[src/rssi_pkg.sv]
// Shared constants, types and command/status structs of the ramp/soak setpoint interpolator.
package rssi_pkg;

   // Profile geometry and number formats.
   localparam int MaxStages  = 4;
   localparam int StageSlots = 4;
   localparam int StageIdxW  = 2;
   localparam int CountW     = 3;
   localparam int TempW      = 13;
   localparam int DurW       = 16;
   localparam int WordW      = 29;
   localparam int TimeW      = 18;
   localparam int ProdW      = DurW + TempW;
   localparam int CsrIndexW  = 3;
   localparam int ReqDataW   = 24;
   localparam int RspDataW   = 16;

   // Ambient start temperature, 25 C in 1/16 C units.
   localparam logic [TempW-1:0] Ambient = 13'd400;

   // Division runs one quotient bit per cycle.
   localparam logic [4:0] DivLast = 5'(ProdW - 1);

   // Configuration register indexes.
   localparam logic [CsrIndexW-1:0] RegStageCount = 3'd0;
   localparam logic [CsrIndexW-1:0] RegStage0     = 3'd1;
   localparam logic [CsrIndexW-1:0] RegStage1     = 3'd2;
   localparam logic [CsrIndexW-1:0] RegStage2     = 3'd3;
   localparam logic [CsrIndexW-1:0] RegStage3     = 3'd4;

   // Commands from the controller to the datapath.
   typedef struct packed {
      logic load;
      logic walk;
      logic mul;
      logic div;
      logic fix;
      logic out_load;
   } cmd_type;

   // Status from the datapath to the controller.
   typedef struct packed {
      logic walk_direct;
      logic walk_interp;
      logic out_free;
   } status_type;

endpackage

[src/ramp_soak_setpoint_interpolator.sv]
// Top level of the ramp/soak setpoint interpolator: controller plus datapath.
//
//   Channel   Direction  Payload
//   req_      in         tdata[17:0] elapsed_seconds
//   rsp_      out        tdata[12:0] setpoint
//   csr_      in         write: csr_index 0 stage_count, 1..4 stage words
//
// An item whose result is a stage target or ambient is accepted, walks the stages and
// then loads the output register. An interpolated item is accepted, walks the stages,
// then passes through the multiply, the bit-serial restoring divide and the final add
// or subtract before the output register is loaded.
// Reset is synchronous and clears the controller, the output valid and the configuration registers.
// A finished result waits in the output register while the next item is taken in.
module ramp_soak_setpoint_interpolator (
   input  logic                                  clock,
   input  logic                                  reset,
   input  logic                                  req_tvalid,
   output logic                                  req_tready,
   input  logic [rssi_pkg::ReqDataW-1:0]         req_tdata,   // [17:0] elapsed_seconds
   output logic                                  rsp_tvalid,
   input  logic                                  rsp_tready,
   output logic [rssi_pkg::RspDataW-1:0]         rsp_tdata,   // [12:0] setpoint
   input  logic                                  csr_we,
   input  logic [rssi_pkg::CsrIndexW-1:0]        csr_index,
   input  logic [rssi_pkg::WordW-1:0]            csr_data
);

   rssi_pkg::cmd_type             cmd;
   rssi_pkg::status_type          status;
   logic [rssi_pkg::TempW-1:0]    setpoint;

   rssi_ctrl u_ctrl (
      .clock      (clock),
      .reset      (reset),
      .req_tvalid (req_tvalid),
      .req_tready (req_tready),
      .status     (status),
      .cmd        (cmd)
   );

   rssi_dp u_dp (
      .clock           (clock),
      .reset           (reset),
      .csr_we          (csr_we),
      .csr_index       (csr_index),
      .csr_data        (csr_data),
      .elapsed_seconds (req_tdata[rssi_pkg::TimeW-1:0]),
      .cmd             (cmd),
      .status          (status),
      .rsp_tvalid      (rsp_tvalid),
      .rsp_tready      (rsp_tready),
      .setpoint        (setpoint)
   );

   // Pad the setpoint to whole bytes.
   assign rsp_tdata = {{(rssi_pkg::RspDataW - rssi_pkg::TempW){1'b0}}, setpoint};

endmodule

[src/rssi_ctrl.sv]
// Controller state machine that sequences the stage walk, multiply and serial divide.
module rssi_ctrl (
   input  logic                 clock,
   input  logic                 reset,
   input  logic                 req_tvalid,
   output logic                 req_tready,
   input  rssi_pkg::status_type status,
   output rssi_pkg::cmd_type    cmd
);

   localparam logic [2:0] StIdle = 3'd0;
   localparam logic [2:0] StWalk = 3'd1;
   localparam logic [2:0] StMul  = 3'd2;
   localparam logic [2:0] StDiv  = 3'd3;
   localparam logic [2:0] StFix  = 3'd4;
   localparam logic [2:0] StDone = 3'd5;

   logic [2:0] state_ff, state_in;
   logic [4:0] count_ff, count_in;

   assign req_tready = (state_ff == StIdle);

   // Next state and commands.
   always_comb begin
      state_in = state_ff;
      count_in = count_ff;
      cmd      = '0;
      case (state_ff)
         StIdle: begin
            if (req_tvalid) begin
               cmd.load = 1'b1;
               state_in = StWalk;
            end
         end
         StWalk: begin
            cmd.walk = 1'b1;
            if (status.walk_direct) begin
               state_in = StDone;
            end else if (status.walk_interp) begin
               state_in = StMul;
            end
         end
         StMul: begin
            cmd.mul  = 1'b1;
            count_in = '0;
            state_in = StDiv;
         end
         StDiv: begin
            cmd.div = 1'b1;
            if (count_ff == rssi_pkg::DivLast) begin
               state_in = StFix;
            end else begin
               count_in = count_ff + 5'd1;
            end
         end
         StFix: begin
            cmd.fix  = 1'b1;
            state_in = StDone;
         end
         StDone: begin
            if (status.out_free) begin
               cmd.out_load = 1'b1;
               state_in     = StIdle;
            end
         end
         default: begin
            state_in = StIdle;
         end
      endcase
   end

   // State registers.
   always_ff @(posedge clock) begin
      if (reset) begin
         state_ff <= StIdle;
         count_ff <= '0;
      end else begin
         state_ff <= state_in;
         count_ff <= count_in;
      end
   end

endmodule

[src/rssi_dp.sv]
// Datapath: profile registers, stage walk, multiplier, restoring divider and result register.
module rssi_dp (
   input  logic                                clock,
   input  logic                                reset,
   input  logic                                csr_we,
   input  logic [rssi_pkg::CsrIndexW-1:0]      csr_index,
   input  logic [rssi_pkg::WordW-1:0]          csr_data,
   input  logic [rssi_pkg::TimeW-1:0]          elapsed_seconds,
   input  rssi_pkg::cmd_type                   cmd,
   output rssi_pkg::status_type                status,
   output logic                                rsp_tvalid,
   input  logic                                rsp_tready,
   output logic [rssi_pkg::TempW-1:0]          setpoint
);

   // Configuration registers.
   logic [rssi_pkg::CountW-1:0] stage_count_ff;
   logic [rssi_pkg::WordW-1:0]  stage_word_ff [rssi_pkg::StageSlots];

   // Walk and arithmetic registers.
   logic [rssi_pkg::TimeW-1:0]     elapsed_ff;
   logic [rssi_pkg::TimeW-1:0]     start_ff;
   logic [rssi_pkg::TempW-1:0]     prev_ff;
   logic [rssi_pkg::StageIdxW-1:0] idx_ff;
   logic [rssi_pkg::DurW-1:0]      diff_ff;
   logic [rssi_pkg::TempW-1:0]     delta_ff;
   logic                           down_ff;
   logic [rssi_pkg::DurW-1:0]      dur_ff;
   logic [rssi_pkg::ProdW-1:0]     num_ff;
   logic [rssi_pkg::DurW-1:0]      rem_ff;
   logic [rssi_pkg::TempW-1:0]     res_ff;
   logic                           out_valid_ff;
   logic [rssi_pkg::TempW-1:0]     out_data_ff;

   logic [rssi_pkg::CountW-1:0] n_eff;
   logic                        no_stages;
   logic [rssi_pkg::DurW-1:0]   cur_dur;
   logic [rssi_pkg::TempW-1:0]  cur_tgt;
   logic [rssi_pkg::TimeW:0]    cur_end;
   logic                        hit;
   logic                        last;
   logic [rssi_pkg::TimeW-1:0]  offset;
   logic [rssi_pkg::ProdW-1:0]  product;
   logic [rssi_pkg::DurW:0]     trial;
   logic                        fits;
   logic [rssi_pkg::DurW:0]     trial_sub;

   // Stage count saturates at the profile size.
   assign n_eff = (stage_count_ff > rssi_pkg::CountW'(rssi_pkg::MaxStages))
                  ? rssi_pkg::CountW'(rssi_pkg::MaxStages) : stage_count_ff;
   assign no_stages = (n_eff == '0);

   // Current stage decode and end-time compare.
   assign cur_dur = stage_word_ff[idx_ff][rssi_pkg::DurW-1:0];
   assign cur_tgt = stage_word_ff[idx_ff][rssi_pkg::WordW-1:rssi_pkg::DurW];
   assign cur_end = {1'b0, start_ff} + (rssi_pkg::TimeW+1)'(cur_dur);
   assign hit     = ({1'b0, elapsed_ff} <= cur_end);
   assign last    = (({1'b0, idx_ff} + rssi_pkg::CountW'(1)) == n_eff);
   assign offset  = elapsed_ff - start_ff;

   assign status.walk_direct = no_stages || (hit && (cur_dur == '0)) || (!hit && last);
   assign status.walk_interp = !no_stages && hit && (cur_dur != '0);
   assign status.out_free    = !out_valid_ff || rsp_tready;

   // Multiplier and one restoring divide step.
   assign product   = {{rssi_pkg::TempW{1'b0}}, diff_ff} * {{rssi_pkg::DurW{1'b0}}, delta_ff};
   assign trial     = {rem_ff, num_ff[rssi_pkg::ProdW-1]};
   assign fits      = (trial >= {1'b0, dur_ff});
   assign trial_sub = trial - {1'b0, dur_ff};

   // Configuration writes; indexes beyond the list are ignored.
   always_ff @(posedge clock) begin
      if (reset) begin
         stage_count_ff <= '0;
         for (int i = 0; i < rssi_pkg::StageSlots; i++) begin
            stage_word_ff[i] <= '0;
         end
      end else if (csr_we) begin
         case (csr_index)
            rssi_pkg::RegStageCount: stage_count_ff   <= csr_data[rssi_pkg::CountW-1:0];
            rssi_pkg::RegStage0:     stage_word_ff[0] <= csr_data;
            rssi_pkg::RegStage1:     stage_word_ff[1] <= csr_data;
            rssi_pkg::RegStage2:     stage_word_ff[2] <= csr_data;
            rssi_pkg::RegStage3:     stage_word_ff[3] <= csr_data;
            default: begin
            end
         endcase
      end
   end

   // Stage walk, multiply, divide and final add or subtract.
   always_ff @(posedge clock) begin
      if (cmd.load) begin
         elapsed_ff <= elapsed_seconds;
         start_ff   <= '0;
         prev_ff    <= rssi_pkg::Ambient;
         idx_ff     <= '0;
      end
      if (cmd.walk) begin
         if (no_stages) begin
            res_ff <= rssi_pkg::Ambient;
         end else if (hit) begin
            res_ff  <= cur_tgt;
            diff_ff <= offset[rssi_pkg::DurW-1:0];
            dur_ff  <= cur_dur;
            down_ff <= (cur_tgt < prev_ff);
            delta_ff <= (cur_tgt < prev_ff) ? (prev_ff - cur_tgt) : (cur_tgt - prev_ff);
         end else begin
            // Move on to the next stage; the last target holds past the end.
            prev_ff  <= cur_tgt;
            start_ff <= cur_end[rssi_pkg::TimeW-1:0];
            idx_ff   <= idx_ff + rssi_pkg::StageIdxW'(1);
            res_ff   <= cur_tgt;
         end
      end
      if (cmd.mul) begin
         num_ff <= product;
         rem_ff <= '0;
      end
      if (cmd.div) begin
         rem_ff <= fits ? trial_sub[rssi_pkg::DurW-1:0] : trial[rssi_pkg::DurW-1:0];
         num_ff <= {num_ff[rssi_pkg::ProdW-2:0], fits};
      end
      if (cmd.fix) begin
         res_ff <= down_ff ? (prev_ff - num_ff[rssi_pkg::TempW-1:0])
                           : (prev_ff + num_ff[rssi_pkg::TempW-1:0]);
      end
   end

   // Output register lets the next item start while a result waits.
   always_ff @(posedge clock) begin
      if (reset) begin
         out_valid_ff <= 1'b0;
      end else if (cmd.out_load) begin
         out_valid_ff <= 1'b1;
      end else if (rsp_tready) begin
         out_valid_ff <= 1'b0;
      end
   end

   always_ff @(posedge clock) begin
      if (cmd.out_load) begin
         out_data_ff <= res_ff;
      end
   end

   assign rsp_tvalid = out_valid_ff;
   assign setpoint   = out_data_ff;

endmodule

[config.mk]
export PLATFORM = sky130hd
export DESIGN_NAME = ramp_soak_setpoint_interpolator
export DESIGN_NICKNAME = d
export VERILOG_FILES = /design/src/rssi_pkg.sv /design/src/ramp_soak_setpoint_interpolator.sv /design/src/rssi_ctrl.sv /design/src/rssi_dp.sv
export SDC_FILE = /design/constraint.sdc
export NUM_CORES = 1
export LEC_CHECK = 0
export BUFFER_PORTS_ARGS = -buffer_cell sky130_fd_sc_hd__buf_2
export CAP_MARGIN = 20
export CORE_MARGIN = 5
export CORE_UTILIZATION = 60
export DETAILED_ROUTE_END_ITERATION = 6
export PLACE_DENSITY_LB_ADDON = 0.12
export REMOVE_ABC_BUFFERS = 1
export SLEW_MARGIN = 20
export SYNTH_ARGS = -nofsm -noshare
export SYNTH_HDL_FRONTEND = slang
export SYNTH_SLANG_ARGS = --single-unit
[constraint.sdc]
create_clock -name clock -period 8.17 [get_ports clock]
set_clock_uncertainty 0.1 [all_clocks]
set_input_delay 0 -clock clock [delete_from_list [all_inputs] [get_ports clock]]
set_output_delay 0 -clock clock [all_outputs]
set_load 0.005 [all_outputs]
# Yosys cells after proc, flatten, opt, wreduce, memory -nomap -nowiden
# Memories as Yosys holds them, arrays and structs flattened. A register that Yosys moved wholly into a read port is not among the register bits.
# Index checks and enable logic that the tools add are counted.
# classes
add_sub_neg	10
n_mul	1
magnitude_cmp	4
eq_ne	16
muxes	63
n_bitwise	5
n_reduce_logical	23
# op_table
cell	count
29-bit 2-to-1 mux	6
13-bit 2-to-1 mux	9
18-bit 2-to-1 mux	4
16-bit 2-to-1 mux	3
13-bit subtractor	3
16-bit subtractor	2
16-bit by 13-bit multiplier with 29-bit output	1
1-bit 2-to-1 mux	28
18-bit by 16-bit adder with 19-bit output	1
18-bit by 19-bit less-or-equal comparator with 1-bit output	1
3-bit 2-to-1 mux	6
3-bit case mux with 6 select lines	1
17-bit by 16-bit greater-or-equal comparator with 1-bit output	1
16-bit logical NOT	1
16-bit nonzero test	1
13-bit adder	1
13-bit < comparator	1
3-bit by 2-bit == test with 1-bit output, second input constant	4
5-bit case mux with 2 select lines	1
3-bit == test, second input constant	3
3-bit logical NOT	3
2-bit 2-to-1 mux	4
2-bit nonzero test	4
3-bit by 1-bit == test with 1-bit output, second input constant	2
other kinds (18)	31
# word_totals
regBits	180
mem_bits_rw	116
input_bits	61
output_inout_bits	18
word_cells	139
memories	1
# memory_table
name	words	width	read_ports	rd_clocked_by_memory_dff	wr	line	rtl
u_dp.stage_word_ff	4	29	1	1	4	rssi_dp.sv:18	logic [rssi_pkg::WordW-1:0] stage_word_ff [rssi_pkg::StageSlots];

# Logic depth before layout (Yosys ltp)
# logic_depth
ltp_word	9
ltp_mapped	22
depth_no_buf	20

# Cells and area by module
# From an unflattened synthesis, not the netlist that was laid out.
# unflattened
cells_unflattened	2197
hier_area_um2	22997.1
# modules_own_cells
mod	instances	cells_per_inst	area_each_um2	seq_area_each_um2
rssi_dp	1	2127	22431.5	8277.9
rssi_ctrl	1	66	539.3	160.2
ramp_soak_setpoint_interpolator	1	4	26.3	0.0

# Worst setup path before layout
# Ideal clock, no wire load.
# synth_timing
path_type	register to register
from	register, netlist name u_dp.idx_ff[1]
to	register u_dp.delta_ff[0] in the netlist's numbering, enable pin
setup_ps	449
arrival_time_ps	6320
t_required_ps	7621
setup_slack_ps	1300
stages_incl_launch_ff	19
path_buffers	2
path_cell_list	dfxtp_1 > clkbuf_1 > clkbuf_1 > mux4_2 > ha_1 > o21a_1 > o2111a_1 > a211oi_1 > o2bb2ai_1 > nand3_1 > o211ai_1 > xor2_1 > ha_1 > nand3_1 > or2_2 > or4_1 > nand2_1 > nor2_1 > nor2_1
# synth_lines
element	line	rtl
end signal: assignment	rssi_dp.sv:107	delta_ff <= (cur_tgt < prev_ff) ? (prev_ff - cur_tgt) : (cur_tgt - prev_ff);
end: declaration	rssi_dp.sv:26	logic [rssi_pkg::TempW-1:0] delta_ff;

==> results.txt <==
----------------------------------------------------
[Yosys]
  Mean instance size in the synthesized netlist ... between 10 and 15 sq um
  Number of flip-flops and latches in the synthesized netlist ... 296
  Post-synthesis cell area ... between 0.02 and 0.025 sq mm
  Cell types with the largest area share after synthesis ... edfxtp_1 33%, fa_1 14%, ha_1 9.8%
  Sequential share of the synthesized area ... 36.78%
  Post-Synthesis Cells ... ~2,200
  Top_reg_cell synth ... edfxtp_1
  Async set-or-reset flop fraction in the synthesized netlist ... 0%
  Yosys warns ... 0
  Post-synth top area share ... 32.86%
  Top post-synthesis cells by count ... 282 x inv_1, 251 x edfxtp_1, 250 x nand2_1
  Count of distinct cell types in the synthesized netlist ... 70
  Most repeated cell in the gate-level netlist after synthesis ... inv_1
  Post-synth EDFFs ... between 200 and 300
  Post-synthesis cell type with the largest combined area ... edfxtp_1

[Critical path]
  Max incr delay on CP ... around 0.89 ns
  Cell with the biggest individual delay on the critical path ... dfxtp_2
  Data arrival, critical path ... ~7.2 ns
  Worst Setup Path Type ... flip-flop to flip-flop
  Launching element type of the critical path ... flip-flop
  Count of buffer and inverter cells on the critical path ... 2
  Req. time, crit path ... ~8.6 ns
  Cell family with the largest share of critical-path delay ... compound AO/OA/AOI/OAI gates
  Maximum fanout along the worst path ... 31
  Kind of end point of the critical path ... flip-flop
  Cells along the critical path ... buf_4, mux4_2, ha_1, o21a_1, o2111a_1, a211oi_1, o2bb2ai_1, nand3_1, o211ai_1, xor2_1, ha_1, nand3_1, or2_2, o221ai_1, nand2_1, nor3_4, buf_4, mux2i_1

[Detailed routing]
  Total number of vias ... about 16,000
  Mean routed wirelength per cell ... between 15 and 20 microns
  Residual DRC count ... 0
  Final ANT Viol Nets ... 0
  DRT iter0 DRCs ... 880
  Post-Route WL ... roughly 51,000 microns
  First drt pass iteration count ... 5
  DR vias/cell ... around 5.7

[Power]
  Static Leak ... roughly 11 nW
  Clock network power share ... between 15 and 20%
  Switch share ... around two fifths
  Net Sw Power ... about 2.8 mW
  P per Cell Area ... approximately 280 mW/mm^2
  Worst VDD drop ... ~0.20 mV
  Overall power of the completed layout ... approximately 7 mW
  Portion of total power attributed to sequential cells ... 29.8%
  Int Pwr ... 4.329 mW
  Comb power frac ... between 50% and 60%

[Layout]
  Area Overhead vs Synth ... 10.47%
  Final layout net count ... approximately 2,700
  Footprint of the multi-input gates ... between 0.01 and 0.015 sq mm
  Util after Layout ... around two thirds
  Total area of sequential cells ... between 0.008 and 0.009 sq mm
  # fillers ... around 3,000
  Inserted Diodes ... 0
  Fraction of final layout cells with drive strength greater than 1 ... between 8 and 9%

[Floorplanning]
  Die height ... between 200 and 250 microns
  Core Box Area ... about 0.038 sq mm
  Starting density of the core ... about three fifths
  Die outline width ... 205.5 microns
  Number of I/O pins ... between 70 and 80
  Overall die area ... between 0.04 and 0.05 sq mm
  Number of rows created at floorplan ... 71

[STA]
  Post-layout min period ... 6.803 ns
  Measured slew at the worst slew-check pin ... between 1 and 1.5 ns
  Max_slew headroom ... between 20% and 30%
  Peak Freq ... approximately 150 MHz
  Max-slew violation total from the final report ... 0
  Aggregate negative setup slack ... 0 ns
  Share of the clock period used by the worst path ... 83.27%
  RSZ-0062 raised after global routing ... no
  Final count of negative-setup-slack endpoints ... 0
  Number of hold-slack violations in the final timing report ... 0

[CTS]
  Number of H-tree levels ... 1
  Clock tree from TritonCTS ... done
  Clock latency on the worst-skew pair ... between 0.5 and 0.6 ns
  Clock transition at path regs ... around 0.06 ns
  Number of buffers on the longest clock path ... 3
  Cts repair resizes ... 0
  Clock buffer count from CTS ... 30
  Clock root cell ... clkbuf_16
  Sink count of the clock tree ... 296

[Global routing]
  Vias in the first global route ... approximately 17,000
  Largest net degree at the start of global routing ... 49
  First-pass GRT wire length ... approximately 85,000 microns
  Number of antenna violations at the first check in global routing ... 0
  Overflow left after global routing ... 0
  Total Routing Usage GR ... roughly a quarter

[Placed design]
  Gpl congestion ... 0.8978
  IO buf count ... a little under 70
  Sum of net half-perimeters after detailed placement ... ~37,000 microns

[Hold path]
  Tightest Hold Check Type ... input pin to flip-flop

[Flow run]
  Max capacitance violation total ... 0

[Run status]
  Run status ... completed

----------------------------------------------------
cells in the final DEF, fill, tap and decap left out, types with 7 or more instances in the layout:
cell type,n
o31ai_1,14
a31oi_1,12
nor4_1,7
a21oi_1,95
o21ai_0,70
xnor2_1,54
clkbuf_16,31
a21o_1,23
nor2b_1,19
ha_1,180
o41ai_1,8
clkbuf_1,13
mux2i_1,47
o21bai_1,12
and2_1,198
nand2_1,250
buf_2,69
fa_1,160
edfxtp_1,251
buf_4,13
nor3_1,36
xor2_1,40
dfxtp_1,44
nand2b_1,14
dlygate4sd3_1,57
o21a_1,19
mux4_2,25
nand4_1,15
a211oi_1,14
nor2_1,104
o211ai_1,11
or3_1,7
o22ai_1,10
nand3_1,24
inv_1,281
path summary, 6_finish.rpt:
check                                     from                  to  slack [ns]  depth (start not counted)
worst max-delay path            u_dp.idx_ff[0]     u_dp.prev_ff[2]        1.37                         18
worst min-delay path              req_tdata[0]  u_dp.elapsed_ff[0]        0.05                          2
worst max register to register  u_dp.idx_ff[0]     u_dp.prev_ff[2]        1.37                         18
worst min register to register  u_dp.res_ff[4]    u_dp.setpoint[4]        0.32                          0
power groups by stage:
stage / logic (mW) / registers [mW] / clock network, mW
floorplan: 2.73 / 2.12 / 0
global placement: 3.50 / 2.16 / 0
detailed placement: 3.56 / 2.17 / 0
CTS: 3.63 / 2.14 / 1.42
global route: 4.11 / 2.16 / 1.48
finish: 3.63 / 2.13 / 1.40
registers in the layout, indices dropped and copies added (netlist names), 16 cells and up:
register            count
u_dp.start_ff          18
u_dp.elapsed_ff        18
u_dp.rem_ff            16
u_dp.diff_ff           16
u_dp.dur_ff            16
u_dp.stage_word_ff    116
u_dp.num_ff            29
layout make-up:
cell class | count | area share [%]
Multi-Input combinational cell | 1564 | 51.92
Clock buffer | 47 | 3.417
Inverter | 283 | 4.192
Sequential cell | 296 | 33.30
Timing Repair Buffer | 141 | 4.137
Clock inverter | 9 | 0.5135
Tap cell | 511 | 2.523
cell families (layout without fill, tap and decap cells):
group,after synthesis,after routing,share of synthesized area [%]
AND/OR/NAND/NOR,706,706,15.17
buffers and inverters,368,480,6.169
AO/OA/AOI/OAI,343,343,9.693
adder cells (fa/ha/maj),340,340,23.78
flip-flops,296,296,36.78
XOR/XNOR,94,94,3.589
multiplexers,78,78,4.800
other,1,3,0.01635
per-layer routing:
layer	track usage [%]	share of wire (%)	up-vias
li1	-	-	7739
met1	32.48	43	7987
met2	45.24	51	316
met3	2.317	3.9	68
met4	5.239	1.8	0
met5	0	0	-
through the flow:
| step | hold slack, ns | setup slack [ns] | instance area (sq um) | instances |
|---|---|---|---|---|
| final | 0.04715 | 1.367 | 25340 | 2851 |
| after global placement | 0.07732 | 1.403 | 23730 | 2736 |
| after floorplan | -0.03093 | 0.5119 | 22590 | 2143 |
| after global routing | 0.03293 | 0.9524 | 25340 | 2851 |
| after CTS | 0.02065 | 1.288 | 25300 | 2849 |
| after detailed placement | 0.07855 | 1.318 | 23730 | 2736 |
repair_timing:
item                                   CTS  global route
buffers inserted                         0             0
endpoints found under the hold margin  178             0
hold buffers                            57             0
Note: power is estimated with default switching activity, not from simulation.
